**src/rtl/core/alte_ram.sv**
```systemverilog
// ----------------------------------------------------------------------------
// Generic single-port-write RAM
// One write port, one read port, read data registered.
// ----------------------------------------------------------------------------
module alte_ram #(
	parameter int WIDTH = 8,
	parameter int DEPTH = 16
) (
	input  logic                                      clk,
	input  logic                                      we,
	input  logic [((DEPTH > 1) ? $clog2(DEPTH) : 1)-1:0] waddr,
	input  logic [WIDTH-1:0]                          wdata,
	input  logic [((DEPTH > 1) ? $clog2(DEPTH) : 1)-1:0] raddr,
	output logic [WIDTH-1:0]                          rdata
);
	logic [WIDTH-1:0] mem_q [DEPTH];

	always_ff @(posedge clk) begin
		if (we) begin
			mem_q[waddr] <= wdata;
		end
		rdata <= mem_q[raddr];
	end

endmodule

```
**config.mk**
```make
export PLATFORM = sky130hd
export DESIGN_NAME = alte_ram
export DESIGN_NICKNAME = d
export VERILOG_FILES = /design/src/rtl/core/alte_ram.sv
export SDC_FILE = /design/constraint.sdc
export NUM_CORES = 1
export LEC_CHECK = 0
export ABC_CLOCK_PERIOD_IN_PS = 4600
export BUFFER_PORTS_ARGS = -buffer_cell sky130_fd_sc_hd__buf_4
export CORE_UTILIZATION = 35
export DETAILED_ROUTE_END_ITERATION = 10
export PLACE_DENSITY = 0.57
export RECOVER_POWER = 50
export SLEW_MARGIN = 0
export SYNTH_ARGS = -nofsm -noshare
export SYNTH_HDL_FRONTEND = slang
export SYNTH_SLANG_ARGS = --single-unit
```
**constraint.sdc**
```tcl
create_clock -name clk -period 4.6 [get_ports clk]
set_input_delay 0.92 -clock clk [delete_from_list [all_inputs] [get_ports clk]]
set_output_delay 0.92 -clock clk [all_outputs]
set_load 0.01 [all_outputs]
```
## Yosys cells after proc, flatten, opt, wreduce, memory -nomap -nowiden

Memories as Yosys holds them, arrays and structs flattened. A register that Yosys moved wholly into a read port is not among the register bits.
Index checks and enable logic that the tools add are counted.

| storage, ports and cells | value |
|---|---|
| flip-flop bits (word level) | 0 |
| memory bits (writable) | 128 |
| input port bits | 18 |
| logic and storage cells | 3 |
| memories kept | 1 |

Memories:

| memory | words | width | read ports | clocked after Yosys merged registers in | wr ports | RTL line | text |
|---|---|---|---|---|---|---|---|
| mem_q | 16 | 8 | 1 | 1 | 1 | 16 | `logic [WIDTH-1:0] mem_q [DEPTH];` |

| cells by class | value |
|---|---|
| multiplexer cells | 2 |

Operators by type and width:

| kind | count |
|---|---|
| $mux 1 | 2 |

## Depth between registers and ports, before layout

| logic depth | value |
|---|---|
| depth in word-level cells | 2 |
| mapped depth | 5 |
| mapped depth without buffers | 3 |

## Worst setup path after synthesis

Ideal clock, no wire load.

| path | value |
|---|---|
| path type | input port to flip-flop |
| start point | in waddr[2] (netlist bit) |
| end point | mem mem_q[0][0] (enable) |
| setup time | 0.383 ns |
| arrival time | 2.030 ns |
| path slack | 2.187 ns |
| stages on the path | 2 |
| cells stage by stage | or3b_2 > nor3_1 |

RTL lines:

| what | RTL line | text |
|---|---|---|
| start, declared | 11 | `input logic [((DEPTH > 1) ? $clog2(DEPTH) : 1)-1:0] waddr,` |
| end, declared | 16 |  |

No word-level cell before the write port.

## Worst setup path in the final report

| path | value |
|---|---|
| start point | in we |
| end point | mem mem_q[0][3] (enable) |

| on the way | value |
|---|---|
| longest elaborated chain between the ends | 2 |

Ends and longest elaborated chain:

| what | RTL line | text |
|---|---|---|
| start, declared | 10 | `input logic we,` |
| $mux 1 | 19 | `if (we) begin` |
| $mux 1 (implied by the code) | 20 | `mem_q[waddr] <= wdata;` |

No other way between the ends.

==> metrics.cfg <==
[cts]
numCtsBuffers = 17
cts_tree = yes
htree_levels = 4
postCtsSetupBuffers = 0
clkTransAtPathRegs_ps = 50
cts.sinks = 136
clk_path_buf_depth = 2
hold_buffers = 0
clk_latency_ps = 410
clock-root-buffer = clkbuf_16
cts_resized = 0

[sta]
min_period_ps = 2460
hold_violations = 0
rsz0062_at_grt = no
slew_viol_final = 0
tightest_slew_ps = 1150
tns_ps = 0
fmax_mhz = 406
period_share_pct = 53.5
skew_ps = 16.6
setup_ws_ps = 2140
slew_headroom_pct = 22.5
setup_violations = 0

[cells_and_area]
antenna_cells = 0
drive_above_1_share_pct = 23.7
layout_common_cells = edfxtp_1, mux4_2, buf_4
final_common_cell = edfxtp_1
nFillCells = 1211
multi_input_area_sq_um = 1060
regArea_sq_um = 4000
syn2layout_area_growth_pct = 19.3
fin_nets = 284

[status]
status = complete, no violations

[floorplan]
die_area_sq_um = 15200
ioPinCount = 26
dieHeight_um = 123
dieWidth_um = 123
initial_utilization_pct = 36.5
coreArea_sq_um = 14100
rows = 43

[global_routing]
grt_usage_pct = 14.6
antenna_found_initial = 0
grt_max_degree = 33
grt_pass1_vias = 2478
overflow = 0
grt_pass1_wl_um = 15100

[synth]
yosysUniqueCellTypes = 19
yosysWarnings = 0
syn_nets = 247
syn_inst = 229
syn_area_per_cell_sq_um = 22.5
syn-cell-area_sq_um = 5150
ys_seq_area_share_pct = 77.8
ys_ff_latch = 136

[route]
vias_per_cell = 5.09
drt_first_pass_iters = 6
via_count = 2336
wl_per_cell_um = 21.3
ant_nets = 0
drc = 0
finalWirelength_um = 9790
drtIter0Drc = 125

[place]
place_hpwl_um = 6070
place_congestion = 0.707
post-place-ws_ps = 1760
port_buffers = 25

[critical_path]
crit_fanout = 8
crit_path_end_kind = flip-flop
critPathKind = input port to flip-flop
crit_chain = clkbuf_1 > or3b_2 > nor3_1
cp_slowest_cell = nor3_1
crit_path_start_kind = input port
crit_arrival_ps = 2470
cp.required_ps = 4610
rr_worst_depth = 3
cpPeakStageDelay_ps = 900

[min_path]
whs_path_depth = 3
hp-class = flip-flop to flip-flop

[power_and_ir_drop]
power.leakage_nw = 2.02
max-vdd-ir-drop_v = 0.000262
power.density_nw_per_um2 = 499

[run]
drv_cap = 0

registers in the layout, indices dropped and copies added, names as in the netlist:
name,flops
mem_q,128
rdata,8
kinds of logic (layout without fill, tap and decap cells):
logic type	count (synthesis)	count (layout)	share of synthesized area (%)
compound gates	16	16	2.33
buf+inv	10	60	1.68
flops	136	136	77.8
mux	32	32	15.0
simple gates	35	35	3.18
per-stage QoR:
stage	area (sq um)	hold slack (ps)	utilization (%)	total power, mW	std cells
finish	6140	672	43.6	3.06	459
global route	6140	718	43.6	3.15	459
CTS	6180	671	43.8	3.09	459
detailed placement	5500	662	39.0	1.55	427
global placement	5500	657	39.0	1.55	427
floorplan	5150	629	-	1.49	229
final cells by class:
class / count / area share [%]
sequential: 136 / 65.2
clock buffer: 17 / 6.93
tap: 180 / 3.67
clock inverter: 15 / 4.16
multi-input combinational: 83 / 17.2
timing repair buffer: 28 / 2.81
critical path: cells and delay by family:
family / cells / cell delay, ps
and+or+nand+nor: 2 / 1410
buffers and inverters: 1 / 140
power by group:
part	leakage, nW	internal (mW)	switching [mW]
registers	1.22	1.39	0.00755
logic	0.470	0.0543	0.0741
clock network	0.325	1.06	0.475
path summary, 6_finish.rpt:
path	from	end	slack (ps)
worst max-delay path	we	mem_q[0][3]	2140
worst min-delay path	mem_q[14][4]	rdata[4]	670
worst max register to register	mem_q[6][6]	rdata[6]	3190
worst min register to register	mem_q[14][4]	rdata[4]	670
Yosys cell counts:
library cell	instances	share of area, %
mux4_1	14	7.1
clkdlybuf4s25_2	3	0.58
mux4_2	18	7.9
buf_2	3	0.29
nor2_1	13	0.95
nor2b_1	1	0.12
dfxtp_1	8	3.1
nor3_1	4	0.39
and2b_1	1	0.15
and2_1	1	0.12
nand3b_1	2	0.29
edfxtp_1	128	75
buf_6	3	0.66
or3b_2	1	0.17
nand3_1	1	0.097
a22oi_1	16	2.3
nand2b_1	2	0.24
buf_4	1	0.15
nand2_1	9	0.66
per-layer routing:
metal	wire length, um	part of all wire [%]	vias up	global-route usage [%]
met5	0	0	-	0
met4	89	0.91	0	6.40
met3	372	3.8	8	3.69
met2	4860	50	58	23.0
met1	4460	46	1221	19.1
li1	-	-	1049	-
Note: power is estimated with default switching activity, not from simulation.
